### config.mk
export PLATFORM = sky130hd
export DESIGN_NAME = mlp_ctrl
export DESIGN_NICKNAME = d
export VERILOG_FILES = /design/src/rtl/mlp_pkg.sv /design/src/rtl/mlp_ctrl.sv
export SDC_FILE = /design/constraint.sdc
export NUM_CORES = 1
export LEC_CHECK = 0
export BUFFER_PORTS_ARGS = -buffer_cell sky130_fd_sc_hd__buf_2
export CAP_MARGIN = 30
export CORE_ASPECT_RATIO = 1.75
export CORE_MARGIN = 2
export CORE_UTILIZATION = 30
export CTS_CLUSTER_DIAMETER = 80
export DETAILED_ROUTE_END_ITERATION = 16
export GPL_TIMING_DRIVEN = 0
export HOLD_SLACK_MARGIN = 0.05
export PLACE_DENSITY = 0.56
export SKIP_LAST_GASP = 1
export SYNTH_ARGS = -nofsm -noshare
export SYNTH_HDL_FRONTEND = slang
export SYNTH_SLANG_ARGS = --single-unit
### constraint.sdc
create_clock -name clk -period 4.82 [get_ports clk]
set_input_delay 0.241 -clock clk [delete_from_list [all_inputs] [get_ports clk]]
set_output_delay 0.241 -clock clk [all_outputs]
set_load 0.01 [all_outputs]
### src/rtl/mlp_pkg.sv
`default_nettype none
package mlp_pkg;

  localparam int MAX_LAYERS_DEF = 4;
  localparam int MAX_WIDTH_DEF  = 16;

  localparam logic [1:0] OP_WEIGHT = 2'd0;
  localparam logic [1:0] OP_BIAS   = 2'd1;
  localparam logic [1:0] OP_FEED   = 2'd2;

  localparam logic [2:0] REG_LAYER_COUNT  = 3'd0;
  localparam logic [2:0] REG_WIDTH_IN     = 3'd1;
  localparam logic [2:0] REG_WIDTH_HID1   = 3'd2;
  localparam logic [2:0] REG_WIDTH_HID2   = 3'd3;
  localparam logic [2:0] REG_WIDTH_HID3   = 3'd4;
  localparam logic [2:0] REG_WIDTH_OUT4   = 3'd5;

  typedef struct packed {
    logic take;
    logic acc_load;
    logic prod_en;
    logic acc_add;
    logic act_wr;
    logic src_bank;
    logic rd_col;
  } cmd_t;

endpackage
`default_nettype wire

### src/rtl/mlp_ctrl.sv
`default_nettype none
module mlp_ctrl #(
  parameter int MAX_LAYERS = mlp_pkg::MAX_LAYERS_DEF,
  parameter int MAX_WIDTH  = mlp_pkg::MAX_WIDTH_DEF,
  localparam int LW = (MAX_LAYERS > 1) ? $clog2(MAX_LAYERS) : 1,
  localparam int IW = $clog2(MAX_WIDTH)
) (
  input  wire logic          clk,
  input  wire logic          rst_n,
  input  wire logic          start,
  input  wire logic [1:0]    in_operation,
  input  wire logic          in_last,
  input  wire logic          cfg_valid,
  input  wire logic [2:0]    cfg_index,
  input  wire logic [4:0]    cfg_data,
  output logic               busy,
  output mlp_pkg::cmd_t      cmd,
  output logic [LW-1:0]      lyr,
  output logic [IW-1:0]      row_idx,
  output logic [IW-1:0]      col_idx,
  output logic               out_strobe,
  output logic               out_result_last
);

  localparam int WCAP = (MAX_WIDTH < 16) ? MAX_WIDTH : 16;
  localparam int LCAP = (MAX_LAYERS < 4) ? MAX_LAYERS : 4;

  localparam logic [2:0] S_IDLE  = 3'd0;
  localparam logic [2:0] S_BIAS  = 3'd1;
  localparam logic [2:0] S_BLOAD = 3'd2;
  localparam logic [2:0] S_MRD   = 3'd3;
  localparam logic [2:0] S_MMUL  = 3'd4;
  localparam logic [2:0] S_MACC  = 3'd5;
  localparam logic [2:0] S_ACT   = 3'd6;
  localparam logic [2:0] S_EOUT  = 3'd7;

  logic [2:0] state_r, state_nxt;
  logic [2:0] lyr_r, lyr_nxt;
  logic [IW-1:0] c_r, c_nxt, r_r, r_nxt;
  logic src_r, src_nxt, erd_r, erd_nxt;
  logic [4:0] w_r [6];
  logic [4:0] wid [5];
  logic [2:0] layers_m1, layers;
  logic take, r_last, c_last, e_last;

  function automatic logic [4:0] clampw(input logic [4:0] w);
    if (w == 5'd0) return 5'd1;
    if (32'(w) > WCAP) return 5'(WCAP);
    return w;
  endfunction

  always_ff @(posedge clk) begin
    if (!rst_n) begin
      w_r[0] <= 5'd1;
      for (int i = 1; i < 6; i++) w_r[i] <= 5'd16;
    end else if (cfg_valid) begin
      unique case (cfg_index)
        mlp_pkg::REG_LAYER_COUNT: w_r[0] <= {2'b00, cfg_data[2:0]};
        mlp_pkg::REG_WIDTH_IN:    w_r[1] <= cfg_data;
        mlp_pkg::REG_WIDTH_HID1:  w_r[2] <= cfg_data;
        mlp_pkg::REG_WIDTH_HID2:  w_r[3] <= cfg_data;
        mlp_pkg::REG_WIDTH_HID3:  w_r[4] <= cfg_data;
        mlp_pkg::REG_WIDTH_OUT4:  w_r[5] <= cfg_data;
        default: ;
      endcase
    end
  end

  always_comb begin
    for (int i = 0; i < 5; i++) wid[i] = clampw(w_r[i+1]);
    if (w_r[0][2:0] == 3'd0) layers = 3'd1;
    else if (32'(w_r[0][2:0]) > LCAP) layers = 3'(LCAP);
    else layers = w_r[0][2:0];
    layers_m1 = layers - 3'd1;
  end

  assign take   = start && !busy;
  assign busy   = (state_r != S_IDLE);
  assign r_last = (r_r == IW'(wid[lyr_r] - 5'd1));
  assign c_last = (c_r == IW'(wid[lyr_r + 3'd1] - 5'd1));
  assign e_last = (c_r == IW'(wid[layers] - 5'd1));

  always_comb begin
    state_nxt = state_r;
    lyr_nxt   = lyr_r;
    c_nxt     = c_r;
    r_nxt     = r_r;
    src_nxt   = src_r;
    erd_nxt   = 1'b0;
    unique case (state_r)
      S_IDLE: begin
        if (take && (in_operation == mlp_pkg::OP_FEED) && in_last) begin
          lyr_nxt = 3'd0; c_nxt = '0; src_nxt = 1'b0; state_nxt = S_BIAS;
        end
      end
      S_BIAS:  state_nxt = S_BLOAD;
      S_BLOAD: begin r_nxt = '0; state_nxt = S_MRD; end
      S_MRD:   state_nxt = S_MMUL;
      S_MMUL:  state_nxt = S_MACC;
      S_MACC: begin
        if (r_last) state_nxt = S_ACT;
        else begin r_nxt = r_r + 1'b1; state_nxt = S_MRD; end
      end
      S_ACT: begin
        if (c_last) begin
          c_nxt = '0;
          src_nxt = !src_r;
          if (lyr_r == layers_m1) begin
            erd_nxt = 1'b1; state_nxt = S_EOUT;
          end else begin
            lyr_nxt = lyr_r + 3'd1; state_nxt = S_BIAS;
          end
        end else begin
          c_nxt = c_r + 1'b1; state_nxt = S_BIAS;
        end
      end
      S_EOUT: begin
        if (erd_r) state_nxt = S_EOUT;
        else if (e_last) state_nxt = S_IDLE;
        else begin c_nxt = c_r + 1'b1; erd_nxt = 1'b1; end
      end
      default: state_nxt = S_IDLE;
    endcase
  end

  always_ff @(posedge clk) begin
    if (!rst_n) begin
      state_r <= S_IDLE;
      lyr_r   <= 3'd0;
      c_r     <= '0;
      r_r     <= '0;
      src_r   <= 1'b0;
      erd_r   <= 1'b0;
    end else begin
      state_r <= state_nxt;
      lyr_r   <= lyr_nxt;
      c_r     <= c_nxt;
      r_r     <= r_nxt;
      src_r   <= src_nxt;
      erd_r   <= erd_nxt;
    end
  end

  always_comb begin
    cmd.take     = take;
    cmd.acc_load = (state_r == S_BLOAD);
    cmd.prod_en  = (state_r == S_MMUL);
    cmd.acc_add  = (state_r == S_MACC);
    cmd.act_wr   = (state_r == S_ACT);
    cmd.src_bank = src_r;
    cmd.rd_col   = (state_r == S_EOUT);
  end

  assign lyr             = LW'(lyr_r);
  assign row_idx         = r_r;
  assign col_idx         = c_r;
  assign out_strobe      = (state_r == S_EOUT) && !erd_r;
  assign out_result_last = e_last;

endmodule
`default_nettype wire
==> impl_metrics.ini, run 1 <==
[placement]
portBuffers = 34
gp_congestion = 0.945
dp_hpwl_um = 6950

[yosys]
syn_inst = 341
synth_ff_type = edfxtp_1
yosysSeqAreaShare_pct = 37.2
ys_async_sr_fraction_pct = 0
synth.distinct_cells = 64
synthesis.nets = 363
yosys_warnings = 0
synth_edf_count = 28
syn_avg_cell_area_um2 = 9.14
synth_area_um2 = 3120
ys_ff_latch = 44

[setup_path]
path_class = flip-flop to flip-flop
regToRegSetupSlack_ps = 1370
critPathSlowestCell = o32a_2
cp-end-kind = flip-flop
worstPathArrival_ps = 3640
critical-path-top-delay-family = compound AO/OA/AOI/OAI gates
worstPathMaxFanout = 8
critPathBufInv = 0
start_kind = flip-flop
cp_slowest_stage_delay_ps = 430
cp.required_ps = 5010
crit_chain = ha_1 > xnor2_2 > nand2_1 > o221ai_1 > o31ai_1 > ha_1 > xnor2_1 > xnor2_1 > nand2_1 > o32a_2 > a31oi_1 > o21ba_2

[final_layout]
final_common_cell = buf_2
final_cell_mix = buf_2 (38), edfxtp_1 (28), and2_1 (25)
nets = 404
drive_gt1_share_pct = 16.0
antennaDiodeCount = 0
fill_cells = 1081
syn2layout_area_growth_pct = 16.5

[cts]
clk_pin_slew_ps = 70
h-tree-depth = 2
cts_setup_buffers = 0
cts-root-buf = clkbuf_16
ctsHoldBuffers = 0
cts.sinks = 44
numCtsBuffers = 5
clk_latency_ps = 290
cts_resized = 0
cts_tree = built
clockBufferDepth = 2

[power]
p_leak_nw = 1.37
p_per_area_nw_per_um2 = 302
ir_drop_uv = 149
power_mw = 1.10

[die]
rows = 49
die_h_um = 139
core-area_um2 = 10200
io_pins = 35
die_area_um2 = 11300
die_w_um = 81.1
start_util_pct = 30.6

[sta]
finalSetupViolations = 0
period_needed_ps = 3450
fmax_mhz = 290
finalCritPeriodShare_pct = 71.6
final.setup.tns_ps = 0
rsz0062_at_grt = no
finalClockSkew_ps = 8.37
relSlewSlack_pct = 40.3
slew_viol_final = 0
max_slew.worst_pin.slew_ps = 884
finalHoldViolCount = 0

[route]
drt_iter0_drc = 153
drt_first_pass_iters = 4
vias = 2761
wl_um = 8460
wl_per_cell_um = 16.6
ant_nets = 0
route.detailed.drc = 0
vias_per_cell = 5.42

[grt]
grt_pass1_wl_um = 13500
grt_max_degree = 14
grt_pass1_vias = 2766
antenna_found_initial = 0
gr-usage-all-layers_pct = 15.7
overflow = 0

[outcome]
status = finished, final reports clean

[worst_hold_path]
hold_class = input port to flip-flop

[run]
cap_violations = 0
==> flip-flops by register name (all words and copies together), names as in the netlist <==
signal   flops
state_r      3
erd_r        1
w_r         28
row_idx      4
src_r        1
col_idx      4
lyr_r        3
==> cells in the mapped netlist (all sizes together) (7+ instances only) <==
cell type / count / area (um^2)
or3: 9 / 56.3
o21ai: 17 / 88.8
xnor2: 12 / 113
nor2: 16 / 60.1
nand2: 15 / 56.3
nand2b: 11 / 68.8
dfxtp: 16 / 320
nor3b: 9 / 67.6
and2: 25 / 156
nand3: 13 / 65.1
inv: 21 / 78.8
ha: 7 / 87.6
a21oi: 10 / 50.1
or4: 7 / 52.6
nor3: 12 / 60.1
edfxtp: 28 / 841
nor2b: 11 / 68.8
buf: 11 / 72.6
xor2: 7 / 61.3
==> per-layer routing <==
layer | wire length, um | global-route usage, % | share of wire [%] | vias up
met5 | 0 | 0 | 0 | -
met4 | 642 | 12.7 | 7.6 | 0
met3 | 304 | 2.08 | 3.6 | 35
met2 | 4680 | 29.6 | 55 | 79
met1 | 2830 | 13.8 | 33 | 1301
li1 | - | - | - | 1346
==> report_power, final <==
part | switching (mW) | internal (mW)
combinational | 0.123 | 0.0821
sequential | 0.0252 | 0.424
clock | 0.147 | 0.294
total | 0.296 | 0.800
==> kinds of logic (layout without fill, tap and decap cells) <==
logic type / Yosys count / after routing / synth area share [%]
compound gates: 76 / 76 / 17.4
buf+inv: 36 / 77 / 5.34
flops: 44 / 44 / 37.2
fa+ha+maj: 7 / 7 / 2.81
xor+xnor: 19 / 19 / 5.58
mux: 5 / 5 / 2.01
simple gates: 154 / 154 / 29.6
==> final timing paths <==
kind / cells after the start / endpoint / startpoint
min reg2reg: 2 / row_idx[2] / row_idx[2]
max: 12 / col_idx[1] / lyr_r[0]
max reg2reg: 12 / col_idx[1] / lyr_r[0]
min: 2 / w_r[0][19] / cfg_data[4]
==> area by class of cell <==
| type | count | area [um^2] | area share (%) |
|---|---|---|---|
| multi-input cells | 261 | 1790 | 49.3 |
| repair buffers | 34 | 170 | 4.68 |
| clock inverters | 2 | 60.1 | 1.65 |
| inverters | 21 | 78.8 | 2.17 |
| flip-flops and latches | 44 | 1160 | 32.0 |
| well taps | 127 | 159 | 4.37 |
| clock buffers | 5 | 125 | 3.44 |
| plain buffers | 15 | 87.6 | 2.41 |
==> metrics by stage <==
step	setup slack, ps	cells	cell area (um^2)	hold slack, ps	util, %
floorplan	1920	341	3120	419	-
global placement	1490	502	3450	510	33.9
detailed placement	1390	502	3450	530	33.9
CTS	1370	509	3630	286	35.7
global route	1190	509	3630	290	35.7
finish	1370	509	3630	296	35.7
(Power assumes the default switching activity.)
==> inputs of run 2 (changes only) <==
==> constraint.sdc (replaced) <==
create_clock -name clk -period 3.3 [get_ports clk]
set_input_delay 0.165 -clock clk [delete_from_list [all_inputs] [get_ports clk]]
set_output_delay 0.165 -clock clk [all_outputs]
set_load 0.01 [all_outputs]
==> run 2 against run 1 <==
Net effect: sequential share of layout area shrank 1.1 points; worst setup slack lost 1300 ps; clock power is 45% higher.
==> impl_metrics.ini, run 2 (synthesized netlist as in run 1, its figures left out) <==
[final_layout]
nets = 409
largest_register_ff_count = 28
drive_gt1_share_pct = 20.2
antennaDiodeCount = 0
final_common_cell = buf_2
syn2layout_area_growth_pct = 20.6
final_cell_mix = buf_2 (37), edfxtp_1 (28), and2_1 (25)
stdcell_count = 514
regMostFlops = w_r
fill_cells = 1072
postLayoutCoreUtil_pct = 37.0

[cts]
clk_pin_slew_ps = 60
clk_latency_ps = 290
h-tree-depth = 2
cts-root-buf = clkbuf_16
cts.sinks = 44
cts_tree = built
numCtsBuffers = 5
clockBufferDepth = 2

[sta]
period_needed_ps = 3210
finalHoldViolCount = 0
final.setup.tns_ps = 0
finalSetupViolations = 0
rsz0062_at_grt = yes
slew_viol_final = 0
relSlewSlack_pct = 42.2
max_slew.worst_pin.slew_ps = 855
finalCritPeriodShare_pct = 97.3
finalWorstSetupSlack_ps = 90.5
finalClockSkew_ps = 8.38
fmax_mhz = 312

[setup_path]
path_class = flip-flop to flip-flop
cp_slowest_stage_delay_ps = 510
cp-end-kind = flip-flop
worstPathArrival_ps = 3380
critical-path-top-delay-family = simple AND/OR/NAND/NOR gates
crit_chain = buf_4 > clkbuf_4 > or2_2 > o221ai_1 > nand3_2 > ha_1 > xor2_1 > a21oi_1 > or4b_4 > o31a_1 > buf_4 > o211ai_1 > a21oi_2
critPathMostFrequentCell = buf_4
critPathSlowestCell = or4b_4
worstPathMaxFanout = 10
start_kind = flip-flop
cp.required_ps = 3470
critPathBufInv = 3

[route]
drt_iter0_drc = 199
wl_um = 8560
vias = 2772
vias_per_cell = 5.39
drt_first_pass_iters = 5
route.detailed.drc = 0
ant_nets = 0
wl_per_cell_um = 16.7

[grt]
grt_pass1_vias = 2783
grt_max_degree = 14
grt_pass1_wl_um = 13600
antenna_found_initial = 0
gr-usage-all-layers_pct = 15.8
overflow = 0

[die]
start_util_pct = 30.6
io_pins = 35
rows = 49
die_area_um2 = 11300
die_w_um = 81.1
die_h_um = 139
core-area_um2 = 10200

[placement]
gp_congestion = 0.945
placed_cells = 502
place_ws_ps = -131
portBuffers = 34
dp_hpwl_um = 6950

[power]
p_leak_nw = 1.40
p_per_area_nw_per_um2 = 429
power_mw = 1.61
ir_drop_uv = 219

[outcome]
status = finished, final reports clean

[worst_hold_path]
hold_class = input port to flip-flop

[run]
cap_violations = 0
==> run 2: per-stage QoR <==
stage / hold WS (ps) / area, um^2
floorplan: 343 / 3120
finish: 220 / 3760
global placement: 502 / 3450
CTS: 210 / 3670
detailed placement: 505 / 3450
global route: 214 / 3760
==> run 2: final cells by class <==
type	count	area, um^2	area share, %
inverters	21	78.8	2.10
repair buffers	40	215	5.72
plain buffers	14	86.3	2.30
clock buffers	5	125	3.33
clock inverters	2	60.1	1.60
flip-flops and latches	44	1160	30.9
multi-input cells	261	1870	49.8
well taps	127	159	4.22
==> run 2: layer usage <==
layer	track usage [%]	vias to the layer above	part of all wire (%)
met5	0	-	0
met4	12.2	0	6.8
met3	2.08	37	3.8
met2	30.0	81	56
met1	14.0	1302	34
li1	-	1352	-
==> run 2: final timing paths <==
check,cells after the start,endpoint,slack [ps],start
setup reg to reg,13,row_idx[1],90,lyr_r[0]
hold / removal,2,w_r[0][24],220,cfg_data[4]
setup / recovery,13,row_idx[1],90,lyr_r[0]
hold reg to reg,2,row_idx[2],540,row_idx[2]
==> run 2: report_power, final <==
part	total (mW)	switching, mW	internal, mW
clock	0.643	0.214	0.430
sequential	0.654	0.0354	0.619
combinational	0.315	0.187	0.128
total	1.61	0.436	1.18
==> run 2: what timing repair did <==
item,in CTS,in global routing
hold buffers,0,0
setup endpoints to repair,6,13
buffers inserted,2,4
cloned,0,0
gates resized for setup,6,14
pin swaps,1,2
==> inputs of run 3 (changes only) <==
--- a/config.mk
+++ b/config.mk
@@ -5,6 +5,7 @@
 export SDC_FILE = /design/constraint.sdc
 export NUM_CORES = 1
 export LEC_CHECK = 0
+export ABC_AREA = 1
 export BUFFER_PORTS_ARGS = -buffer_cell sky130_fd_sc_hd__buf_2
 export CAP_MARGIN = 30
 export CORE_ASPECT_RATIO = 1.75
==> run 3 against run 2 <==
Net effect: cell area grew 0.83%; wire length barely moved; synthesized area grew 5.6%; non-clock buffer count down 9; largest power group is now combinational logic; worst setup slack improved by 160 ps; maximum frequency rose by 5.3%; critical path type unchanged; via count increased by 14%.
==> impl_metrics.ini, run 3 <==
[outcome]
status = finished, final reports clean

[cts]
h-tree-depth = 2
clk_latency_ps = 290
cts.sinks = 44
cts_setup_buffers = 0
cts_tree = built
cts-root-buf = clkbuf_16
ctsHoldBuffers = 0
clk_pin_slew_ps = 60
cts_resized = 0
clockBufferDepth = 2
numCtsBuffers = 5

[setup_path]
critical-path-top-delay-family = simple AND/OR/NAND/NOR gates
critPathBufInv = 2
cp_slowest_stage_delay_ps = 510
cp-end-kind = flip-flop
r2r-start = lyr_r[0]
cp.required_ps = 3460
endpoint = lyr_r[1]
crit_chain = ha_1 > buf_2 > nor2_1 > nand3_1 > nand2_1 > nor2_1 > nand2_1 > nand2_2 > inv_2 > ha_1 > xnor2_1 > nand3b_1 > nand3_1 > nor2_4 > nand2_4 > nand2_8 > nand4_1 > nand2_1 > nor2_1
cp.depth = 19
r2r.worst_path.cells = 19
path_class = flip-flop to flip-flop
regToRegSetupSlack_ps = 250
critPathSlowestCell = dfxtp_1
worstPathMaxFanout = 8
worstPathArrival_ps = 3200
start_kind = flip-flop
critPathLaunch = lyr_r[0]
worstReg2RegEnd = lyr_r[1]

[yosys]
synthSimpleGateAreaFrac_pct = 42.1
synth_ff_type = edfxtp_1
synth.most_common_cell = nand2_1
synth-xor-area-share_pct = 3.95
synth_compound_area_share_pct = 4.33
yosys_warnings = 0
yosysSeqAreaShare_pct = 35.3
syn_inst = 497
syn_avg_cell_area_um2 = 6.62
synth.area.mux_share_pct = 0
synthesis.nets = 519
yosys.area.top_type_share_pct = 25.5
ys_async_sr_fraction_pct = 0
yosys-top-cells-count = nand2_1 (141), nor2_1 (84), inv_1 (77)
synth_area_leaders = edfxtp_1 (26%), nand2_1 (16%), dfxtp_1 (9.7%), nor2_1 (9.6%), inv_1 (8.8%)
synth_top_area_cell = edfxtp_1
synth_top_family_by_area = simple AND/OR/NAND/NOR gates
synthAdderAreaFrac_pct = 2.66
synth.distinct_cells = 38
ys_ff_latch = 44
synth_area_um2 = 3290
synth_edf_count = 28

[sta]
finalHoldViolCount = 0
finalSetupViolations = 0
max_slew.worst_pin.slew_ps = 612
final.setup.tns_ps = 0
finalWorstSetupSlack_ps = 253
rsz0062_at_grt = no
relSlewSlack_pct = 58.9
fmax_mhz = 328
period_needed_ps = 3050
finalClockSkew_ps = 2.58
finalCritPeriodShare_pct = 92.3
slew_viol_final = 0

[grt]
gr-usage-all-layers_pct = 15.0
antenna_found_initial = 0
overflow = 0
grtUsageMet1_pct = 13.8
grt_pass1_wl_um = 14100
met3_usage_pct = 2.67
top_usage_layer = met2
grt_pass1_vias = 2997
grt_max_degree = 15
grtUsageMet2_pct = 29.5

[placement]
gp_congestion = 0.941
place_ws_ps = 297
portBuffers = 34
dp_hpwl_um = 7130

[final_layout]
nets = 560
regMostFlops = w_r
antennaDiodeCount = 0
drive_gt1_share_pct = 14.5
final_common_cell = nand2_1
syn2layout_area_growth_pct = 15.2
final_cell_mix = nand2_1 (141), nor2_1 (84), inv_1 (77)
largest_register_ff_count = 28

[power]
p_per_area_nw_per_um2 = 639
ir_drop_uv = 244
p_leak_nw = 1.92

[route]
wl_per_cell_um = 12.8
drt_iter0_drc = 156
route.detailed.drc = 0
vias = 3169
drt_first_pass_iters = 4
vias_per_cell = 4.74
ant_nets = 0
wl_um = 8560

[die]
io_pins = 35
core-area_um2 = 10700
die_h_um = 143
die_area_um2 = 11900
die_w_um = 83.2
start_util_pct = 30.8
rows = 50

[worst_hold_path]
min-delay-start = rst_n
hold_class = input port to flip-flop

[run]
cap_violations = 0
run 3: changes by cell type after synthesis, sizes merged, moves of 25 or more:
cell,previous run,this run
and2,25,0
nand2,15,153
inv,21,83
nand3,13,55
nor2,16,89
run 3: where the power goes:
| part | internal, mW | switching [mW] | leakage, nW | total (mW) |
|---|---|---|---|---|
| registers | 0.634 | 0.0582 | 0.402 | 0.692 |
| logic | 0.423 | 0.739 | 1.43 | 1.16 |
| clock network | 0.356 | 0.214 | 0.0814 | 0.570 |
run 3: worst min path at each step:
stage                 end  slack [ps]  cells past startpoint
5_1_grt        col_idx[0]         210                      3
6_report       col_idx[0]         190                      3
3_5_place_dp        src_r         480                      2
2_1_floorplan  col_idx[0]         290                      2
3_3_place_gp        src_r         470                      2
4_1_cts        col_idx[0]         190                      3
run 3: layout make-up:
type,count,area (um^2)
fill,1180,6910
clock buffer,5,125
clock inverter,3,42.5
inverter,83,312
buffer,11,73.8
timing repair buffer,34,170
multi-input combinational,359,1750
tap,130,163
sequential,44,1160
run 3: stage by stage:
step | power (mW) | hold WS, ps | std cells | utilization, % | area (um^2)
after global routing | 2.62 | 206 | 669 | 35.5 | 3790
after global placement | 1.84 | 469 | 661 | 33.9 | 3620
after detailed placement | 1.87 | 481 | 661 | 33.9 | 3620
after floorplan | 1.62 | 288 | 497 | - | 3290
final | 2.42 | 191 | 669 | 35.5 | 3790
after CTS | 2.44 | 192 | 669 | 35.5 | 3790
run 3: routing by layer:
layer  vias up  wire length, um
met5         -                0
met4         0              505
met1      1424             2910
met2        79             4810
li1       1636                -
met3        30              338
run 3: cells by family after synthesis:
kind of cell	after synthesis
AOI/OAI and AO/OA	25
xor gates and xnor gates	14
adders and majority gates	7
buffers and inverters	94
DFF	44
and+or+nand+nor	313
run 3: tightest hold or removal path, cell delays in order:
cell and delay [ps]:
buf_2 160, nand2_1 80, a21oi_1 30
